--- src/rtl/chs_pkg.sv ---
// ----------------------------------------------------------------------------
// chs_pkg
// Shared field widths and operation and status codes of the chained hash set.
// ----------------------------------------------------------------------------
`default_nettype none
package chs_pkg;
	localparam int KeyWidth    = 32;
	localparam int FuncWidth   = 2;
	localparam int StatusWidth = 3;
	localparam int CountWidth  = 9;

	typedef logic [FuncWidth-1:0]   func_t;
	typedef logic [KeyWidth-1:0]    key_t;
	typedef logic [StatusWidth-1:0] status_t;
	typedef logic [CountWidth-1:0]  count_t;

	localparam func_t FUNC_ADD    = 2'd0;
	localparam func_t FUNC_QUERY  = 2'd1;
	localparam func_t FUNC_REMOVE = 2'd2;
	// The spare code behaves as a query.
	localparam func_t FUNC_SPARE  = 2'd3;

	localparam status_t STAT_ADDED       = 3'd0;
	localparam status_t STAT_PRESENT     = 3'd1;
	localparam status_t STAT_REMOVED     = 3'd2;
	localparam status_t STAT_NOT_PRESENT = 3'd3;
	localparam status_t STAT_POOL_FULL   = 3'd4;
endpackage
`default_nettype wire

--- src/rtl/chs_bucket_unit.sv ---
// ----------------------------------------------------------------------------
// chs_bucket_unit
// Bucket index of a key: its magnitude modulo the bucket count, by a mask when
// the bucket count is a power of two, else by reciprocal multiplication.
// ----------------------------------------------------------------------------
`default_nettype none
module chs_bucket_unit #(
	parameter int NUM_BUCKETS = 256,
	parameter int BW = 8
) (
	input  wire logic            clk,
	input  wire logic            arst_n,
	input  wire logic            start,
	input  wire chs_pkg::key_t   key,
	output logic                 done,
	output logic [BW-1:0]        bucket
);
	import chs_pkg::*;

	localparam bit IS_POW2 = (NUM_BUCKETS & (NUM_BUCKETS - 1)) == 0;
	localparam key_t MASK    = KeyWidth'(NUM_BUCKETS - 1);
	localparam key_t DIVISOR = KeyWidth'(NUM_BUCKETS);
	// Floor of 2^32 over the bucket count. For three or more buckets the
	// quotient estimate taken from it is exact or one short.
	localparam logic [63:0] RECIP_FULL = 64'h1_0000_0000 / 64'(NUM_BUCKETS);
	localparam key_t RECIP = KeyWidth'(RECIP_FULL);

	localparam logic [1:0] PH_RECIP = 2'd0;
	localparam logic [1:0] PH_BACK  = 2'd1;
	localparam logic [1:0] PH_FIX   = 2'd2;

	logic                    busy_q;
	logic                    done_q;
	logic [1:0]              phase_q;
	key_t                    mag_q;
	key_t                    quot_q;
	key_t                    rem_q;
	key_t                    mag;
	key_t                    mul_a, mul_b;
	logic [2*KeyWidth-1:0]   prod;

	assign mag = key[KeyWidth-1] ? (KeyWidth'(0) - key) : key;

	// One multiplier serves both the quotient estimate and the back product.
	assign mul_a = (phase_q == PH_RECIP) ? mag_q : quot_q;
	assign mul_b = (phase_q == PH_RECIP) ? RECIP : DIVISOR;
	assign prod  = (2*KeyWidth)'(mul_a) * (2*KeyWidth)'(mul_b);

	always_ff @(posedge clk or negedge arst_n) begin
		if (!arst_n) begin
			busy_q  <= 1'b0;
			done_q  <= 1'b0;
			phase_q <= PH_RECIP;
		end else begin
			done_q <= 1'b0;
			if (start) begin
				if (IS_POW2) begin
					done_q <= 1'b1;
				end else begin
					busy_q  <= 1'b1;
					phase_q <= PH_RECIP;
				end
			end else if (busy_q) begin
				unique case (phase_q)
					PH_RECIP: phase_q <= PH_BACK;
					PH_BACK:  phase_q <= PH_FIX;
					PH_FIX: begin
						busy_q  <= 1'b0;
						done_q  <= 1'b1;
						phase_q <= PH_RECIP;
					end
					default: phase_q <= PH_RECIP;
				endcase
			end
		end
	end

	always_ff @(posedge clk) begin
		if (start) begin
			mag_q <= mag;
			if (IS_POW2) begin
				rem_q <= mag & MASK;
			end
		end else if (busy_q) begin
			unique case (phase_q)
				PH_RECIP: quot_q <= prod[2*KeyWidth-1:KeyWidth];
				PH_BACK:  rem_q  <= mag_q - prod[KeyWidth-1:0];
				PH_FIX: begin
					if (rem_q >= DIVISOR) begin
						rem_q <= rem_q - DIVISOR;
					end
				end
				default: begin
				end
			endcase
		end
	end

	assign done   = done_q;
	assign bucket = rem_q[BW-1:0];
endmodule
`default_nettype wire

--- config.mk ---
export PLATFORM = sky130hd
export DESIGN_NAME = chs_bucket_unit
export DESIGN_NICKNAME = d
export VERILOG_FILES = /design/src/rtl/chs_pkg.sv /design/src/rtl/chs_bucket_unit.sv
export SDC_FILE = /design/constraint.sdc
export NUM_CORES = 1
export LEC_CHECK = 0
export CAP_MARGIN = 20
export CORE_UTILIZATION = 40
export CTS_BUF_LIST = sky130_fd_sc_hd__clkbuf_4 sky130_fd_sc_hd__clkbuf_8
export DETAILED_ROUTE_END_ITERATION = 6
export DONT_BUFFER_PORTS = 1
export PLACE_DENSITY = 0.54
export SLEW_MARGIN = 0
export SYNTH_ARGS = -nofsm -noshare
export SYNTH_HDL_FRONTEND = slang
export SYNTH_SLANG_ARGS = --single-unit
--- constraint.sdc ---
create_clock -name clk -period 3.1 [get_ports clk]
set_input_delay 0.465 -clock clk [delete_from_list [all_inputs] [get_ports clk]]
set_output_delay 0.465 -clock clk [all_outputs]
set_load 0.01 [all_outputs]
==> impl_metrics.py, run 1 <==
metrics = {
    "sta": {
        "finClkSkew_ns": 0.00815,
        "setup_viol": 0,
        "grt_setup_unrepaired": "false",
        "fin_crit_ns": 1.38,
        "setup_slack_ns": 1.72,
        "fin_hold_ws_ns": 0.252,
        "tightest_slew_ns": 0.341,
        "fin_tns_setup_ns": 0,
        "final_hold_viol_count": 0,
        "slew_violations": 0,
        "maxSlewHeadroom_pct": 77.0,
        "fin_crit_sh_pct": 44.6,
        "max_freq_ghz": 0.723,
    },
    "hold_path": {
        "hold_start": "key[0]",
        "hold_path_depth": 0,
        "worstHoldEndpoint": "mag_q[0]",
        "hp-class": "in -> reg",
    },
    "final_layout": {
        "finalNonFillerCells": 113,
        "stdcell_area_um2": 1000,
        "nets": 122,
        "fin_util_pct": 44.0,
        "antennaDiodeCount": 0,
        "final_common_cell": "nand2_1",
        "layout_common_cells": "nand2_1, edfxtp_1, o21ai_0",
        "drive_above_1_share_pct": 5.88,
        "synthToLayoutAreaGrowth_pct": 0,
        "fill_cells": 219,
    },
    "global_route": {
        "track_usage_pct": 11.4,
        "overflow": 0,
        "grt_pass1_vias": 503,
        "antenna_found_initial": 0,
        "grt_first_pass_wirelength_um": 2170,
        "grt_max_degree": 30,
    },
    "yosys": {
        "synth_cell_type_count": 20,
        "avgSynthCellArea_um2": 10.2,
        "syn_inst": 98,
        "synth_top_area_share_pct": 48.0,
        "ys_async_sr_fraction_pct": 20.0,
        "ys_ff_latch": 20,
        "synth_top_cells_by_area": "edfxtp_1, dfrtp_1, nand2_1, buf_4, o21ai_0",
        "synth_edf_count": 16,
        "ys_seq_area_share_pct": 58.0,
        "syn_nets": 134,
        "yosys_warnings": 0,
        "ys.flop_type": "edfxtp_1",
        "synth_top_cell_by_area": "edfxtp_1",
        "synthesis.area_um2": 1000,
    },
    "clocking": {
        "cts_setup_buffers": 0,
        "ctsHoldBuffers": 1,
        "cts.sink_count": 20,
        "cts_made_buffers": 3,
        "clk_latency_ns": 0.30,
        "root_buffer": "clkbuf_4",
        "cts_resized": 0,
        "cts_htree_levels": 1,
        "cts_buffer_depth": 2,
        "clkTransAtPathRegs_ns": 0.11,
        "cts_tree": "built",
    },
    "die": {
        "num_rows": 17,
        "die_area_um2": 2710,
        "coreArea_um2": 2280,
        "fp.dieW_um": 52.0,
        "initial_core_util_pct": 44.0,
        "die_y_um": 52.0,
        "top_level_ports": 44,
    },
    "place": {
        "placed_area_um2": 938,
        "place_ws_ns": 1.39,
        "placedCellCount": 108,
        "globalplace.congestion": 0.649,
        "hpwl_um": 991,
        "portBuffers": 0,
    },
    "worst_setup_path": {
        "arrival_ns": 1.44,
        "crit_path_end_kind": "flop",
        "crit_required_ns": 3.15,
        "path_class": "in -> reg",
        "reg2reg_slack_ns": 1.86,
        "rr_startpoint": "phase_q[1]",
        "worstSetupStartpointType": "input pin",
        "reg2reg_depth": 3,
        "timing.rr.end": "rem_q[0]",
        "crit_fanout": 2,
    },
    "run": {
        "drv_cap": 0,
    },
    "drt": {
        "vias": 561,
        "viasPerCell": 4.96,
        "drt_iter0_drc": 19,
        "wirelength_um": 1350,
        "drc": 0,
        "drt-pass1-iter-count": 4,
        "wire_per_inst_um": 11.9,
        "final_antenna_net_count": 0,
    },
    "status": {
        "status": "finished clean",
    },
    "power": {
        "p_per_area_nw_per_um2": 573,
        "vdd_drop_max_uv": 271,
        "totalPowerFinal_mw": 0.573,
        "p_leak_nw": 0.386,
    },
}
## Yosys cell counts (2+ instances only)
| cell | n |
|---|---|
| clkbuf_1 | 8 |
| edfxtp_1 | 16 |
| nor2b_1 | 2 |
| o21ai_0 | 11 |
| nand2_1 | 22 |
| xnor2_1 | 6 |
| nor2_1 | 2 |
| dfrtp_1 | 4 |
| inv_1 | 3 |
| buf_1 | 2 |
| nand2b_1 | 6 |
| buf_4 | 8 |
## how the worst max path moves through the flow
stage / startpoint / to / slack (ns)
floorplan: key[6] / rem_q[7] / 1.48
global placement: key[6] / rem_q[7] / 1.41
detailed placement: key[6] / rem_q[7] / 1.39
CTS: key[6] / rem_q[7] / 1.72
global route: key[6] / rem_q[7] / 1.61
finish: key[6] / rem_q[7] / 1.72
## critical path, cell delays in order
cell and delay, ns:
or4_1 0.50, o21ai_0 0.20, xnor2_1 0.11, nand2_1 0.07, o21ai_0 0.09
## power breakdown
part,internal [mW],total [mW],leakage (nW),switching [mW]
Combinational,0.0170,0.0376,0.147,0.0206
Sequential,0.316,0.327,0.211,0.0106
Clock,0.131,0.209,0.0279,0.0779
Total,0.464,0.573,0.386,0.109
## metal layers
layer / GRT usage (%) / vias up / wire length (um)
met1: 16.8 / 248 / 707
li1: - / 289 / -
met4: 6.76 / 0 / 9
met2: 14.1 / 22 / 544
met3: 3.51 / 2 / 88
met5: 0 / - / 0
## cells by family after synthesis
group / synth area share [%]
buffers and inverters: 10.9
and+or+nand+nor: 16.0
AOI/OAI and AO/OA: 8.63
DFF: 58.0
adders and majority gates: 1.25
xor gates and xnor gates: 5.25
## area by class of cell
type	count	area [um2]	share of cell area, %
Sequential cell	20	581	58.0
Multi-Input combinational cell	57	312	31.1
Tap cell	28	35.0	3.50
Clock inverter	1	30.0	3.00
Clock buffer	3	22.5	2.25
Inverter	3	11.3	1.13
Timing Repair Buffer	1	10.0	1.00
## registers in the layout (all words and copies together) (netlist names)
name	flops
done	1
busy_q	1
phase_q	2
mag_q	8
rem_q	8
No activity file was read; power rests on OpenSTA's default activity.
==> run 2, diff against run 1 <==
Settings changed: PLACE_DENSITY 0.54 to 0.56.
Clock period 3.1 ns to 1.18 ns, I/O delays scaled along.
==> run 2 against run 1 <==
  * Sequential power grew to 2.6 times the previous value
  * Flip-flop and latch count is the same
  * Setup slack lost 1.7 ns
  * Count of clock-buffer cells in the layout is the same
  * Largest power group unchanged
  * Critical path type is now reg -> reg
  * Combinational power grew to 3.2 times the previous value
  * Via count grew 3.4%
  * Die area is the same
  * Design area grew 2.9%
  * Global-route usage grew 1.4 points
  * Critical endpoint is now rem_q[0]
==> impl_metrics.py, run 2 (synthesis gave the netlist of run 1 again) <==
metrics = {
    "drt": {
        "viasPerCell": 4.96,
        "drc": 0,
        "wirelength_um": 1430,
        "drt_iter0_drc": 15,
        "wire_per_inst_um": 12.2,
        "final_antenna_net_count": 0,
        "drt-pass1-iter-count": 3,
        "vias": 580,
    },
    "worst_setup_path": {
        "reg2reg_slack_ns": 0.03,
        "crit_required_ns": 1.20,
        "path_class": "reg -> reg",
        "reg2reg_depth": 4,
        "endpoint": "rem_q[0]",
        "timing.rr.end": "rem_q[0]",
        "path_buf_inv": 1,
        "path_depth": 4,
        "slowest_stage": "dfrtp_1",
        "cp_top_family": "flip-flops",
        "crit_path_end_kind": "flop",
        "arrival_ns": 1.17,
        "worstSetupStartpointType": "flop",
        "rr_startpoint": "phase_q[1]",
        "slowest_delay_ns": 0.43,
        "crit_start": "phase_q[1]",
        "crit_fanout": 8,
        "worstPathCellList": "nor2b_1 > nand2_1 > nand2b_1 > buf_12",
    },
    "sta": {
        "fin_hold_ws_ns": 0.0199,
        "slew_violations": 0,
        "fin_crit_ns": 1.15,
        "fin_tns_setup_ns": 0,
        "finClkSkew_ns": 0.00629,
        "maxSlewHeadroom_pct": 72.2,
        "setup_slack_ns": 0.0345,
        "grt_setup_unrepaired": "true",
        "final_hold_viol_count": 0,
        "fin_crit_sh_pct": 97.1,
        "max_freq_ghz": 0.873,
        "setup_viol": 0,
        "tightest_slew_ns": 0.416,
    },
    "die": {
        "coreArea_um2": 2280,
        "num_rows": 17,
        "top_level_ports": 44,
        "die_y_um": 52.0,
        "die_area_um2": 2710,
        "initial_core_util_pct": 44.0,
        "fp.dieW_um": 52.0,
    },
    "place": {
        "portBuffers": 0,
        "hpwl_um": 1050,
        "globalplace.congestion": 0.608,
        "placedCellCount": 110,
        "placed_area_um2": 971,
        "place_ws_ns": -0.201,
    },
    "final_layout": {
        "reg.largest.list": "mag_q: 8 flops, rem_q: 8 flops, phase_q: 2 flops",
        "final_common_cell": "nand2_1",
        "layout_common_cells": "nand2_1, edfxtp_1, o21ai_0",
        "stdcell_area_um2": 1030,
        "fin_util_pct": 45.2,
        "antennaDiodeCount": 0,
        "drive_above_1_share_pct": 8.99,
        "nets": 126,
        "synthToLayoutAreaGrowth_pct": 2.88,
        "finalNonFillerCells": 117,
    },
    "power": {
        "vdd_drop_max_uv": 474,
        "p_per_area_nw_per_um2": 1260,
        "p_leak_nw": 0.398,
        "totalPowerFinal_mw": 1.30,
    },
    "hold_path": {
        "hp-class": "in -> reg",
    },
    "global_route": {
        "track_usage_pct": 12.7,
        "overflow": 0,
        "grt_max_degree": 22,
        "grt_pass1_vias": 564,
        "antenna_found_initial": 0,
        "grt_first_pass_wirelength_um": 2440,
    },
    "clocking": {
        "clk_latency_ns": 0.29,
        "cts.sink_count": 20,
        "cts_tree": "built",
        "clkTransAtPathRegs_ns": 0.10,
        "cts_buffer_depth": 2,
        "cts_made_buffers": 3,
        "cts_setup_buffers": 0,
        "root_buffer": "clkbuf_4",
        "cts_htree_levels": 1,
    },
    "status": {
        "status": "finished clean",
    },
    "run": {
        "drv_cap": 0,
    },
}
==> run 2: changes by cell type in the layout (fill, tap and decap cells not counted), sizes merged <==
cell / delta
clkinv: +1
dlygate4sd3: +2
bufinv: -1
buf: +2
==> run 2: repair_timing <==
item,in CTS,in global routing
endpoints found under the hold margin,14,0
gates resized for setup,0,1
hold buffers,3,0
endpoints found under the setup margin,0,16
==> run 2: per-layer routing <==
metal	vias up	global-route usage (%)	share of wire, %
met5	-	0	0
met4	0	6.76	0.91
met3	2	3.22	5.9
met2	20	18.8	45
met1	263	16.9	48
li1	295	-	-
==> run 2: worst min path at each step <==
stage            from    endpoint  slack, ns  cells past startpoint
2_1_floorplan  arst_n      busy_q      -0.12                      0
3_3_place_gp   arst_n  phase_q[0]      -0.12                      0
3_5_place_dp   arst_n  phase_q[0]      -0.12                      0
4_1_cts         start      busy_q      0.007                      1
5_1_grt         start      busy_q      0.003                      1
6_report        start      busy_q       0.02                      1
==> run 2: layout make-up <==
| type | count | area [um2] |
|---|---|---|
| fillers | 217 | 1250 |
| flip-flops and latches | 20 | 581 |
| multi-input cells | 57 | 319 |
| repair buffers | 5 | 57.6 |
| well taps | 28 | 35.0 |
| clock buffers | 3 | 22.5 |
| inverters | 3 | 11.3 |
| clock inverters | 1 | 3.75 |
==> run 2: where the power goes <==
part	total, mW	switching (mW)	leakage [nW]	internal, mW
Sequential	0.858	0.0274	0.211	0.831
Clock	0.321	0.198	0.0154	0.123
Combinational	0.121	0.0638	0.171	0.0567
==> run 3, diff against run 2 <==
Settings changed: CORE_MARGIN set to 3.
==> run 3 against run 2 <==
  * Setup slack improved by 0.0028 ns
  * Count of clock-buffer cells in the layout increased by 1
  * Maximum frequency increased by 0.24%
  * Design area increased by 0.36%
  * Flip-flop and latch count unchanged
  * Via count increased by 2.8%
  * Clock power increased by 7.5%
  * Routed wire length increased by 2.9%
  * Highest routed layer unchanged
  * Power increased by 2.0%
  * Sequential share of layout area decreased by 0.20 points
==> impl_metrics.py, run 3 (synthesis gave the netlist of run 1 again) <==
metrics = {
    "status": {
        "status": "finished clean",
    },
    "drt": {
        "viasPerCell": 5.14,
        "vias": 596,
        "drc": 0,
        "wirelength_um": 1470,
        "drt_iter0_drc": 18,
        "wire_per_inst_um": 12.7,
        "drt-pass1-iter-count": 4,
        "final_antenna_net_count": 0,
    },
    "clocking": {
        "cts_htree_levels": 1,
        "cts_buffer_depth": 2,
        "cts_setup_buffers": 0,
        "clk_latency_ns": 0.29,
        "root_buffer": "clkbuf_4",
        "cts.sink_count": 20,
        "cts_made_buffers": 3,
        "clkTransAtPathRegs_ns": 0.10,
        "cts_tree": "built",
    },
    "place": {
        "place_ws_ns": -0.210,
        "portBuffers": 0,
        "globalplace.congestion": 0.652,
        "placed_area_um2": 963,
        "hpwl_um": 1080,
    },
    "sta": {
        "fin_tns_setup_ns": 0,
        "final_hold_viol_count": 0,
        "grt_setup_unrepaired": "true",
        "setup_viol": 0,
        "finClkSkew_ns": 0.00872,
        "max_freq_ghz": 0.875,
        "fin_crit_ns": 1.14,
        "slew_violations": 0,
        "maxSlewHeadroom_pct": 73.1,
        "setup_slack_ns": 0.0372,
        "fin_crit_sh_pct": 96.8,
        "tightest_slew_ns": 0.402,
    },
    "worst_setup_path": {
        "crit_fanout": 9,
        "arrival_ns": 1.17,
        "worstPathCellList": "nand2b_2 > nand2_1 > o21ai_0",
        "reg2reg_slack_ns": 0.04,
        "cp_top_family": "flip-flops",
        "path_class": "reg -> reg",
        "crit_required_ns": 1.21,
        "slowest_stage": "dfrtp_1",
        "worstSetupStartpointType": "flop",
        "slowest_delay_ns": 0.42,
        "crit_path_end_kind": "flop",
        "path_buf_inv": 0,
    },
    "final_layout": {
        "final_common_cell": "nand2_1",
        "synthToLayoutAreaGrowth_pct": 3.25,
        "drive_above_1_share_pct": 10.2,
        "reg.largest.list": "mag_q: 8 flops, rem_q: 8 flops, phase_q: 2 flops",
        "nets": 125,
        "stdcell_area_um2": 1030,
        "antennaDiodeCount": 0,
        "layout_common_cells": "nand2_1, edfxtp_1, o21ai_0",
    },
    "global_route": {
        "overflow": 0,
        "antenna_found_initial": 0,
        "track_usage_pct": 10.4,
        "grt_first_pass_wirelength_um": 2560,
        "grt_pass1_vias": 583,
        "grt_max_degree": 22,
    },
    "power": {
        "power_frac_clock_pct": 26.0,
        "pwr-share-comb_pct": 9.2,
        "totalPowerFinal_mw": 1.33,
        "p_leak_nw": 0.399,
        "internal-power_mw": 1.04,
        "vdd_drop_max_uv": 576,
        "p_sw_share_pct": 21.4,
        "pwr-share-seq_pct": 64.8,
        "p_per_area_nw_per_um2": 1280,
        "power_switching_mw": 0.283,
    },
    "die": {
        "initial_core_util_pct": 43.6,
        "die_y_um": 56.0,
        "die_area_um2": 3140,
        "coreArea_um2": 2300,
        "num_rows": 17,
        "fp.dieW_um": 56.0,
        "top_level_ports": 44,
    },
    "hold_path": {
        "hp-class": "in -> reg",
    },
    "run": {
        "drv_cap": 0,
    },
}
run 3: power groups by stage:
| stage | Combinational, mW | Sequential [mW] | Clock [mW] |
|---|---|---|---|
| floorplan | 0.133 | 0.857 | 0 |
| global placement | 0.103 | 0.874 | 0 |
| detailed placement | 0.107 | 0.876 | 0 |
| CTS | 0.123 | 0.860 | 0.364 |
| global route | 0.143 | 0.863 | 0.390 |
| finish | 0.122 | 0.859 | 0.345 |
run 3: worst paths after layout:
kind                            start  cells after the start          to
max                        phase_q[0]                      3    rem_q[0]
min                             start                      1      busy_q
max reg2reg                phase_q[0]                      3    rem_q[0]
min reg2reg                    busy_q                      2        done
max in group asynchronous      arst_n                      1        done
min in group asynchronous      arst_n                      1  phase_q[0]
run 3: timing repair:
action / 4_1_cts / 5_1_grt
hold buffers: 3 / 0
hold endpoints to repair: 14 / 0
endpoints found under the setup margin: 3 / 13
gates resized for setup: 1 / 1
run 3: final cells by class:
class | instances | area (um2)
fill | 225 | 1260
sequential | 20 | 581
multi-input combinational | 57 | 327
timing repair buffer | 4 | 50.0
tap | 28 | 35.0
clock buffer | 4 | 30.0
inverter | 3 | 11.3
run 3: worst register-to-register path, cell delays in order (launching register included):
cell and delay [ns]:
dfrtp_1 0.42, nand2b_2 0.27, nand2_1 0.10, o21ai_0 0.10
run 3: routing by layer:
metal  part of all wire (%)  up-vias  GRT usage, %
met5                      0        -             0
met4                   0.75        0          7.12
met3                    8.6        2          2.09
met2                     44       34          15.2
met1                     47      268          13.7
li1                       -      292             -
run 3: metrics by stage:
| step | utilization (%) | hold slack [ns] | cells |
|---|---|---|---|
| floorplan | - | -0.119 | 98 |
| global placement | 41.9 | -0.118 | 109 |
| detailed placement | 41.9 | -0.118 | 109 |
| CTS | 44.7 | 0.00841 | 116 |
| global route | 45.0 | 0.00399 | 116 |
| finish | 45.0 | 0.0219 | 116 |
